===== config.mk =====
export PLATFORM = sky130hd
export DESIGN_NAME = tga_rle_pixel_decoder
export DESIGN_NICKNAME = d
export VERILOG_FILES = /design/src/hdl/trpd_pkg.sv /design/src/hdl/tga_rle_pixel_decoder.sv /design/src/hdl/trpd_front.sv /design/src/hdl/trpd_queue.sv /design/src/hdl/trpd_back.sv
export SDC_FILE = /design/constraint.sdc
export NUM_CORES = 1
export LEC_CHECK = 0
export BUFFER_PORTS_ARGS = -buffer_cell sky130_fd_sc_hd__buf_4
export CORE_MARGIN = 10
export CORE_UTILIZATION = 59
export CTS_CLUSTER_SIZE = 8
export DETAILED_ROUTE_END_ITERATION = 6
export PLACE_DENSITY = 0.91
export SYNTH_ARGS = -nofsm -noshare
export SYNTH_HDL_FRONTEND = slang
export SYNTH_HIERARCHICAL = 1
export SYNTH_SLANG_ARGS = --single-unit

===== constraint.sdc =====
create_clock -name aclk -period 6.05 [get_ports aclk]
set_input_delay 1.21 -clock aclk [delete_from_list [all_inputs] [get_ports aclk]]
set_output_delay 1.21 -clock aclk [all_outputs]
set_load 0.02 [all_outputs]

===== src/hdl/trpd_pkg.sv =====
package trpd_pkg;

    localparam int CFG_INDEX_W = 1;
    localparam int CFG_DATA_W  = 24;

    localparam logic [CFG_INDEX_W-1:0] CFG_ALPHA_PRESENT     = 1'd0;
    localparam logic [CFG_INDEX_W-1:0] CFG_IMAGE_PIXEL_COUNT = 1'd1;

    localparam int PIXEL_COUNT_W = 24;
    localparam int OUT_INDEX_W   = 24;

    localparam logic [7:0] RUN_FLAG_MASK = 8'h80;
    localparam logic [7:0] COUNT_MASK    = 8'h7f;
    localparam logic [7:0] ALPHA_OPAQUE  = 8'd255;

    // pixel handed from front to back
    typedef struct packed {
        logic [7:0] red;
        logic [7:0] green;
        logic [7:0] blue;
        logic [7:0] alpha;
        logic [7:0] repeat_count;
        logic       restart;      // image_start seen since previous pixel
    } trpd_pixel_t;

    // queue status seen by both sides
    typedef struct packed {
        logic full;
        logic empty;
    } trpd_q_status_t;

    localparam int Q_DEPTH = 2;
    localparam int Q_PTR_W = 1;
    localparam int Q_CNT_W = 2;

endpackage


===== src/hdl/tga_rle_pixel_decoder.sv =====
// RLE truecolor TGA pixel decoder.
// s_ channel: one pixel-data byte per transfer. s_tdata = stream_byte,
//   s_tuser = image_start (clears pixel index and packet state first).
// m_ channel: one transfer per completed pixel. m_tdata carries color,
//   start index and repeat count; m_tuser = past_end.
// cfg port: cfg_we/cfg_index/cfg_data, index 0 alpha_present,
//   index 1 image_pixel_count. Write only while the block is idle.
// Throughput: one byte per cycle while the queue has room; a pixel result every 3 or 4
//   bytes, plus one byte per packet header.
// Path: the byte that completes a pixel writes a queue entry at its
//   transfer; the back then loads the output register from that entry,
//   which raises m_tvalid.
// The front decodes packets; the back keeps the running pixel index
//   (one add and compare per pixel) and owns the output register.
// Reset (aresetn low, synchronous): expect packet header, index 0,
//   queue and output empty, alpha_present 0, image_pixel_count 2^24-1.
// Receiver stall: the output register holds; the queue absorbs up to
//   two pixels, after which s_tready drops until m_tready returns.
module tga_rle_pixel_decoder #(
    parameter int INDEX_BITS = 24
) (
    input  logic                                aclk,
    input  logic                                aresetn,
    input  logic                                s_tvalid,
    output logic                                s_tready,
    input  logic [7:0]                          s_tdata,   // [7:0] stream_byte
    input  logic                                s_tuser,   // [0] image_start
    output logic                                m_tvalid,
    input  logic                                m_tready,
    // [7:0] red, [15:8] green, [23:16] blue, [31:24] alpha,
    // [55:32] pixel_index, [63:56] repeat_count
    output logic [63:0]                         m_tdata,
    output logic                                m_tuser,   // [0] past_end
    input  logic                                cfg_we,
    input  logic [trpd_pkg::CFG_INDEX_W-1:0]    cfg_index,
    input  logic [trpd_pkg::CFG_DATA_W-1:0]     cfg_data
);
    import trpd_pkg::*;

    logic                     alpha_present_reg;
    logic [PIXEL_COUNT_W-1:0] image_pixel_count_reg;

    logic           byte_xfer;
    logic           push;
    logic           pop;
    trpd_pixel_t    push_item;
    trpd_pixel_t    pop_item;
    trpd_q_status_t q_status;

    // front only needs room for a pixel it may produce this cycle
    assign s_tready  = !q_status.full;
    assign byte_xfer = s_tvalid && s_tready;

    always_ff @(posedge aclk) begin
        if (!aresetn) begin
            alpha_present_reg     <= 1'b0;
            image_pixel_count_reg <= '1;
        end else if (cfg_we) begin
            case (cfg_index)
                CFG_ALPHA_PRESENT:     alpha_present_reg     <= cfg_data[0];
                CFG_IMAGE_PIXEL_COUNT: image_pixel_count_reg <= cfg_data[PIXEL_COUNT_W-1:0];
                default: ;
            endcase
        end
    end

    trpd_front u_front (
        .aclk          (aclk),
        .aresetn       (aresetn),
        .byte_valid    (byte_xfer),
        .stream_byte   (s_tdata),
        .image_start   (s_tuser),
        .alpha_present (alpha_present_reg),
        .push          (push),
        .push_item     (push_item)
    );

    trpd_queue u_queue (
        .aclk      (aclk),
        .aresetn   (aresetn),
        .push      (push),
        .push_item (push_item),
        .pop       (pop),
        .pop_item  (pop_item),
        .status    (q_status)
    );

    trpd_back #(
        .INDEX_BITS (INDEX_BITS)
    ) u_back (
        .aclk              (aclk),
        .aresetn           (aresetn),
        .q_status          (q_status),
        .q_item            (pop_item),
        .pop               (pop),
        .image_pixel_count (image_pixel_count_reg),
        .out_valid         (m_tvalid),
        .out_ready         (m_tready),
        .out_data          (m_tdata),
        .out_past_end      (m_tuser)
    );

endmodule


===== src/hdl/trpd_front.sv =====
module trpd_front (
    input  logic                 aclk,
    input  logic                 aresetn,
    input  logic                 byte_valid,
    input  logic [7:0]           stream_byte,
    input  logic                 image_start,
    input  logic                 alpha_present,
    output logic                 push,
    output trpd_pkg::trpd_pixel_t push_item
);
    import trpd_pkg::*;

    typedef enum logic [2:0] {
        PH_HEADER,
        PH_BLUE,
        PH_GREEN,
        PH_RED,
        PH_ALPHA
    } phase_t;

    phase_t      phase_reg, phase_next;
    logic        run_reg, run_next;
    logic [7:0]  count_reg, count_next;
    logic        restart_reg, restart_next;
    logic [7:0]  blue_reg, blue_next;
    logic [7:0]  green_reg, green_next;
    logic [7:0]  red_reg, red_next;

    phase_t      phase_eff;
    logic        run_eff;
    logic [7:0]  count_eff;
    logic        restart_eff;
    logic        emit;
    logic [7:0]  emit_red;
    logic [7:0]  emit_alpha;

    always_comb begin
        phase_eff   = image_start ? PH_HEADER : phase_reg;
        run_eff     = image_start ? 1'b0 : run_reg;
        count_eff   = image_start ? 8'd0 : count_reg;
        restart_eff = restart_reg | image_start;

        phase_next   = phase_eff;
        run_next     = run_eff;
        count_next   = count_eff;
        restart_next = restart_eff;
        blue_next    = blue_reg;
        green_next   = green_reg;
        red_next     = red_reg;
        emit         = 1'b0;
        emit_red     = red_reg;
        emit_alpha   = ALPHA_OPAQUE;

        unique case (phase_eff)
            PH_HEADER: begin
                run_next   = (stream_byte & RUN_FLAG_MASK) != 8'd0;
                count_next = (stream_byte & COUNT_MASK) + 8'd1;
                phase_next = PH_BLUE;
            end
            PH_BLUE: begin
                blue_next  = stream_byte;
                phase_next = PH_GREEN;
            end
            PH_GREEN: begin
                green_next = stream_byte;
                phase_next = PH_RED;
            end
            PH_RED: begin
                red_next = stream_byte;
                emit_red = stream_byte;
                if (alpha_present) begin
                    phase_next = PH_ALPHA;
                end else begin
                    emit = 1'b1;
                end
            end
            PH_ALPHA: begin
                emit       = 1'b1;
                emit_alpha = stream_byte;
            end
            default: phase_next = PH_HEADER;
        endcase

        if (emit) begin
            restart_next = 1'b0;
            if (run_eff) begin
                count_next = 8'd0;
                phase_next = PH_HEADER;
            end else begin
                count_next = count_eff - 8'd1;
                phase_next = (count_next == 8'd0) ? PH_HEADER : PH_BLUE;
            end
        end

        push_item.red          = emit_red;
        push_item.green        = green_reg;
        push_item.blue         = blue_reg;
        push_item.alpha        = emit_alpha;
        push_item.repeat_count = run_eff ? count_eff : 8'd1;
        push_item.restart      = restart_eff;
        push = byte_valid & emit;
    end

    always_ff @(posedge aclk) begin
        if (!aresetn) begin
            phase_reg   <= PH_HEADER;
            run_reg     <= 1'b0;
            count_reg   <= 8'd0;
            restart_reg <= 1'b0;
        end else if (byte_valid) begin
            phase_reg   <= phase_next;
            run_reg     <= run_next;
            count_reg   <= count_next;
            restart_reg <= restart_next;
        end
    end

    // color holds are payload, written before any read
    always_ff @(posedge aclk) begin
        if (byte_valid) begin
            blue_reg  <= blue_next;
            green_reg <= green_next;
            red_reg   <= red_next;
        end
    end

endmodule


===== src/hdl/trpd_queue.sv =====
module trpd_queue (
    input  logic                     aclk,
    input  logic                     aresetn,
    input  logic                     push,
    input  trpd_pkg::trpd_pixel_t    push_item,
    input  logic                     pop,
    output trpd_pkg::trpd_pixel_t    pop_item,
    output trpd_pkg::trpd_q_status_t status
);
    import trpd_pkg::*;

    trpd_pixel_t          mem [Q_DEPTH];
    logic [Q_PTR_W-1:0]   wr_ptr_reg, wr_ptr_next;
    logic [Q_PTR_W-1:0]   rd_ptr_reg, rd_ptr_next;
    logic [Q_CNT_W-1:0]   fill_reg, fill_next;
    logic                 do_push, do_pop;

    always_comb begin
        do_push      = push & (fill_reg != Q_CNT_W'(Q_DEPTH));
        do_pop       = pop & (fill_reg != '0);
        wr_ptr_next  = do_push ? wr_ptr_reg + 1'b1 : wr_ptr_reg;
        rd_ptr_next  = do_pop ? rd_ptr_reg + 1'b1 : rd_ptr_reg;
        fill_next    = fill_reg + Q_CNT_W'(do_push) - Q_CNT_W'(do_pop);
        status.full  = fill_reg == Q_CNT_W'(Q_DEPTH);
        status.empty = fill_reg == '0;
        pop_item     = mem[rd_ptr_reg];
    end

    always_ff @(posedge aclk) begin
        if (!aresetn) begin
            wr_ptr_reg <= '0;
            rd_ptr_reg <= '0;
            fill_reg   <= '0;
        end else begin
            wr_ptr_reg <= wr_ptr_next;
            rd_ptr_reg <= rd_ptr_next;
            fill_reg   <= fill_next;
        end
    end

    always_ff @(posedge aclk) begin
        if (do_push) begin
            mem[wr_ptr_reg] <= push_item;
        end
    end

endmodule


===== src/hdl/trpd_back.sv =====
module trpd_back #(
    parameter int INDEX_BITS = 24
) (
    input  logic                                 aclk,
    input  logic                                 aresetn,
    input  trpd_pkg::trpd_q_status_t             q_status,
    input  trpd_pkg::trpd_pixel_t                q_item,
    output logic                                 pop,
    input  logic [trpd_pkg::PIXEL_COUNT_W-1:0]   image_pixel_count,
    output logic                                 out_valid,
    input  logic                                 out_ready,
    output logic [63:0]                          out_data,
    output logic                                 out_past_end
);
    import trpd_pkg::*;

    // compare width covers both the index sum and the pixel count
    localparam int SUM_W = INDEX_BITS + 1;
    localparam int CMP_W = (SUM_W > PIXEL_COUNT_W + 1) ? SUM_W : PIXEL_COUNT_W + 1;

    logic [INDEX_BITS-1:0] next_pixel_reg, next_pixel_next;
    logic                  valid_reg, valid_next;
    logic [63:0]           data_reg, data_next;
    logic                  past_end_reg, past_end_next;

    logic [INDEX_BITS-1:0] start;
    logic [SUM_W-1:0]      sum;
    logic [CMP_W-1:0]      start_ext;

    always_comb begin
        pop       = !q_status.empty && (!valid_reg || out_ready);
        start     = q_item.restart ? '0 : next_pixel_reg;
        sum       = SUM_W'(start) + SUM_W'(q_item.repeat_count);
        start_ext = CMP_W'(start);

        next_pixel_next = next_pixel_reg;
        valid_next      = valid_reg;
        data_next       = data_reg;
        past_end_next   = past_end_reg;

        if (valid_reg && out_ready) begin
            valid_next = 1'b0;
        end
        if (pop) begin
            valid_next      = 1'b1;
            // saturate instead of wrapping past the top index
            next_pixel_next = sum[INDEX_BITS] ? '1 : sum[INDEX_BITS-1:0];
            data_next       = {q_item.repeat_count, start_ext[OUT_INDEX_W-1:0],
                               q_item.alpha, q_item.blue, q_item.green, q_item.red};
            past_end_next   = CMP_W'(sum) > CMP_W'(image_pixel_count);
        end
    end

    always_ff @(posedge aclk) begin
        if (!aresetn) begin
            next_pixel_reg <= '0;
            valid_reg      <= 1'b0;
        end else begin
            next_pixel_reg <= next_pixel_next;
            valid_reg      <= valid_next;
        end
    end

    always_ff @(posedge aclk) begin
        data_reg     <= data_next;
        past_end_reg <= past_end_next;
    end

    assign out_valid    = valid_reg;
    assign out_data     = data_reg;
    assign out_past_end = past_end_reg;

endmodule


==> summary.md <==
| Metric | Value |
|---|---|
| Max cap viols | 0 |
| Antenna cells | 0 |
| DR vias | 7664 |
| Comb pwr share | roughly 4.7% |
| Hold path start | u_front/green_reg[3] |
| Initial antenna violation count | 0 |
| Post-Route WL | 26.79 mm |
| Layout cells sized above 1 | about a quarter |
| Multi-input logic area | 4138 sq um |
| Slew HR | 15.67% |
| Drt first pass iters | 6 |
| Final Hold Fails | 0 |
| EDFF count, synth | 171 |
| Cts bufs inserted | 35 |
| Worst clock skew | around 0.011 ns |
| Share of flip-flops with an asynchronous set or reset | 0% |
| Sequential Power Share | 48.0% |
| Final GP Congestion | 0.9059 |
| Die W | approximately 160 um |
| Most frequent cells in the layout | edfxtp_1 (171), buf_4 (110), dfxtp_1 (67) |
| R2r setup slk | 1.11 ns |
| Power per cell area | 287.5 nW/um^2 |
| Fmax | about 200 MHz |
| Switch share | a little over a fifth |
| Iter 0 DRT Violations | approximately 1100 |
| Setup CP Type | reg -> reg |
| Most frequent CP cell | ha_1 |
| Post-cts gate resize count | 0 |
| Crit path DAT | 5.30 ns |
| Syn Inst Count | 875 |
| Number of top-level pins | roughly 110 |
| Net Sw Power | 0.8133 mW |
| Syn Nets | 952 |
| Crit-path slowest cell | buf_4 |
| Grt ovf | 0 |
| Primary FF master, synth | edfxtp_1 |
| CTS root buf | clkbuf_16 |
| Vias in the first global route | about 7600 |
| Die Height | 157.4 um |
| Register area | 6497 sq um |
| WL per Instance | approximately 22 um |
| Post-synthesis register bit count | about 240 |
| Clock buffer depth | 3 |
| Synth warnings | 6 |
| Seq/Total Area, Yosys | 58.32% |
| CTS tree | done |
| Total power | 3.727 mW |
| RSZ-0062 raised after global routing | no |
| Post-DP HPWL | 16.48 mm |
| Critical path endpoint category | flop |
| Setup violations, final | 0 |
| CP Max Fanout | 40 |
| Slew Limit Fails | 0 |
| Part of the cycle the worst path needs | 81.67% |
| Worst VDD drop | 0.0001683 V |
| Htree depth | 2 |
| Final critical-path required period | 4.941 ns |
| Pleak | 5.105 nW |
| Hold_buf cts | 0 |
| Max reg flops | 82 |
| Initial Util | 59.75% |
| Gr usage total | a little over a fifth |
| First-pass GRT wire length | 41.85 mm |
| Pint | 2.914 mW |
| Largest net degree at the start of global routing | 58 |
| Post-CTS setup buffer count | 0 |
| Max incr delay on CP | around 0.61 ns |
| Synthesized area per cell | between 10 and 15 sq um |
| Num Clock Sinks | 239 |
| Clk Latency, worst-skew pair | 0.51 ns |
| Vias per cell | around 6.2 |
| Clk network pwr share | 47.3% |
| Setup TNS | 0 ns |
| CP required | 6.41 ns |
| Largest reg by FF count | u_queue/mem |
| Port Buffers | 105 |
| Commonest non-fill, non-tap cell in the layout | edfxtp_1 |
| ANT nets after route | 0 |
| Core area | 18640 sq um |
| DRC violations left | 0 |
| Fillers | 1183 |
| Synth unique cells | 80 |
| Delay-heaviest family, CP | compound AO/OA/AOI/OAI gates |
| Synth Cell Area | 11140 sq um |
| Crit-path cells | buf_4 > mux2_4 > ha_1 > fa_1 > a211oi_1 > o21ai_1 > o21a_1 > and2_2 > xor2_1 > ha_1 > nand4_1 > nor4_1 > nand2_1 > o311a_1 > o21bai_1 |
| Worst Hold Class | reg -> reg |
| Die ar. | between 20000 and 25000 sq um |
| Startpoint class of the critical path | flop |
| Clock-pin slew on the worst setup and hold paths | 0.05 ns |
| Status | finished clean |
| Worst Path Buf+Inv | 1 |
| Final Net Count | between 1000 and 1500 |
| Tightest Pin Transition | 1.262 ns |
| Layout area overhead | 16.39% |
| Row cnt | 50 |
==> power groups by stage <==
stage                     registers (mW)  logic [mW]  clock network (mW)
after global routing                1.79       0.191                1.85
final                               1.79       0.175                1.76
after floorplan                     1.81       0.121                   0
after global placement              1.82       0.161                   0
after detailed placement            1.82       0.167                   0
after CTS                           1.79       0.172                1.78
==> layer usage <==
layer	routed length [um]	vias to the layer above	track usage, %
li1	-	3428	-
met1	10150	3617	26.64
met2	12960	529	35.59
met3	2877	90	5.049
met4	801	0	8.059
met5	0	-	0
==> area by class of cell <==
type	instances	share of cell area (%)
inverter	59	1.718
multi-input combinational	530	31.91
sequential	239	50.12
clock inverter	3	0.3764
timing repair buffer	110	6.369
clock buffer	52	7.248
tap	234	2.258
==> final timing paths <==
kind | cells after the start | end
min reg2reg | 0 | u_queue/mem[0][28]
min | 0 | u_queue/mem[0][28]
max | 15 | u_back/out_past_end
max reg2reg | 15 | u_back/out_past_end
==> synthesized netlist by cell type, types with 3 or more instances <==
master | n | share of area, %
dfxtp_1 | 68 | 12
a21o_1 | 6 | 0.40
nor2b_1 | 31 | 1.7
a31oi_1 | 9 | 0.51
or4_1 | 3 | 0.20
clkbuf_1 | 28 | 0.94
mux2_2 | 10 | 1.0
mux2i_1 | 4 | 0.36
and2_1 | 13 | 0.73
buf_6 | 7 | 0.71
a211o_1 | 3 | 0.24
buf_12 | 4 | 0.72
o21a_1 | 7 | 0.47
o22ai_1 | 9 | 0.51
nand4_1 | 8 | 0.45
nand3_1 | 43 | 1.9
nor2_1 | 47 | 1.6
o221a_2 | 3 | 0.30
edfxtp_1 | 171 | 46
or3_1 | 3 | 0.17
nand2b_1 | 16 | 0.90
o211ai_1 | 8 | 0.54
ha_1 | 37 | 4.2
xor2_1 | 12 | 0.94
o31ai_1 | 3 | 0.20
a41oi_1 | 4 | 0.31
mux2_4 | 40 | 5.4
xnor2_1 | 20 | 1.6
nand2_1 | 31 | 1.0
o21ai_0 | 24 | 1.1
nor3_1 | 17 | 0.76
inv_1 | 58 | 2.0
buf_2 | 5 | 0.22
a211oi_1 | 8 | 0.54
o211ai_2 | 20 | 2.2
o21ai_1 | 4 | 0.18
nor4_4 | 3 | 0.57
o21bai_1 | 4 | 0.27
nor4_1 | 3 | 0.17
a21oi_1 | 27 | 1.2
==> stage by stage <==
step	utilization [%]	setup WS, ns	hold slack, ns	area, sq um	std cells
2_1_floorplan	-	1.218	0.4215	11140	875
3_3_place_gp	64.24	1.352	0.4228	11980	1172
3_5_place_dp	64.24	1.231	0.4290	11980	1172
4_1_cts	69.54	1.159	0.4392	12960	1227
5_1_grt	69.54	0.7824	0.4449	12960	1227
6_report	69.54	1.109	0.4399	12960	1227
==> cell families after synthesis <==
| kind of cell | Yosys count | share of synthesized area, % |
|---|---|---|
| AND/OR/NAND/NOR | 245 | 12.47 |
| flip-flops | 239 | 58.32 |
| AO/OA/AOI/OAI | 161 | 10.85 |
| buffers and inverters | 106 | 4.751 |
| multiplexers | 54 | 6.762 |
| adder cells (fa/ha/maj) | 38 | 4.336 |
| XOR/XNOR | 32 | 2.516 |
(Power assumes the default switching activity.)
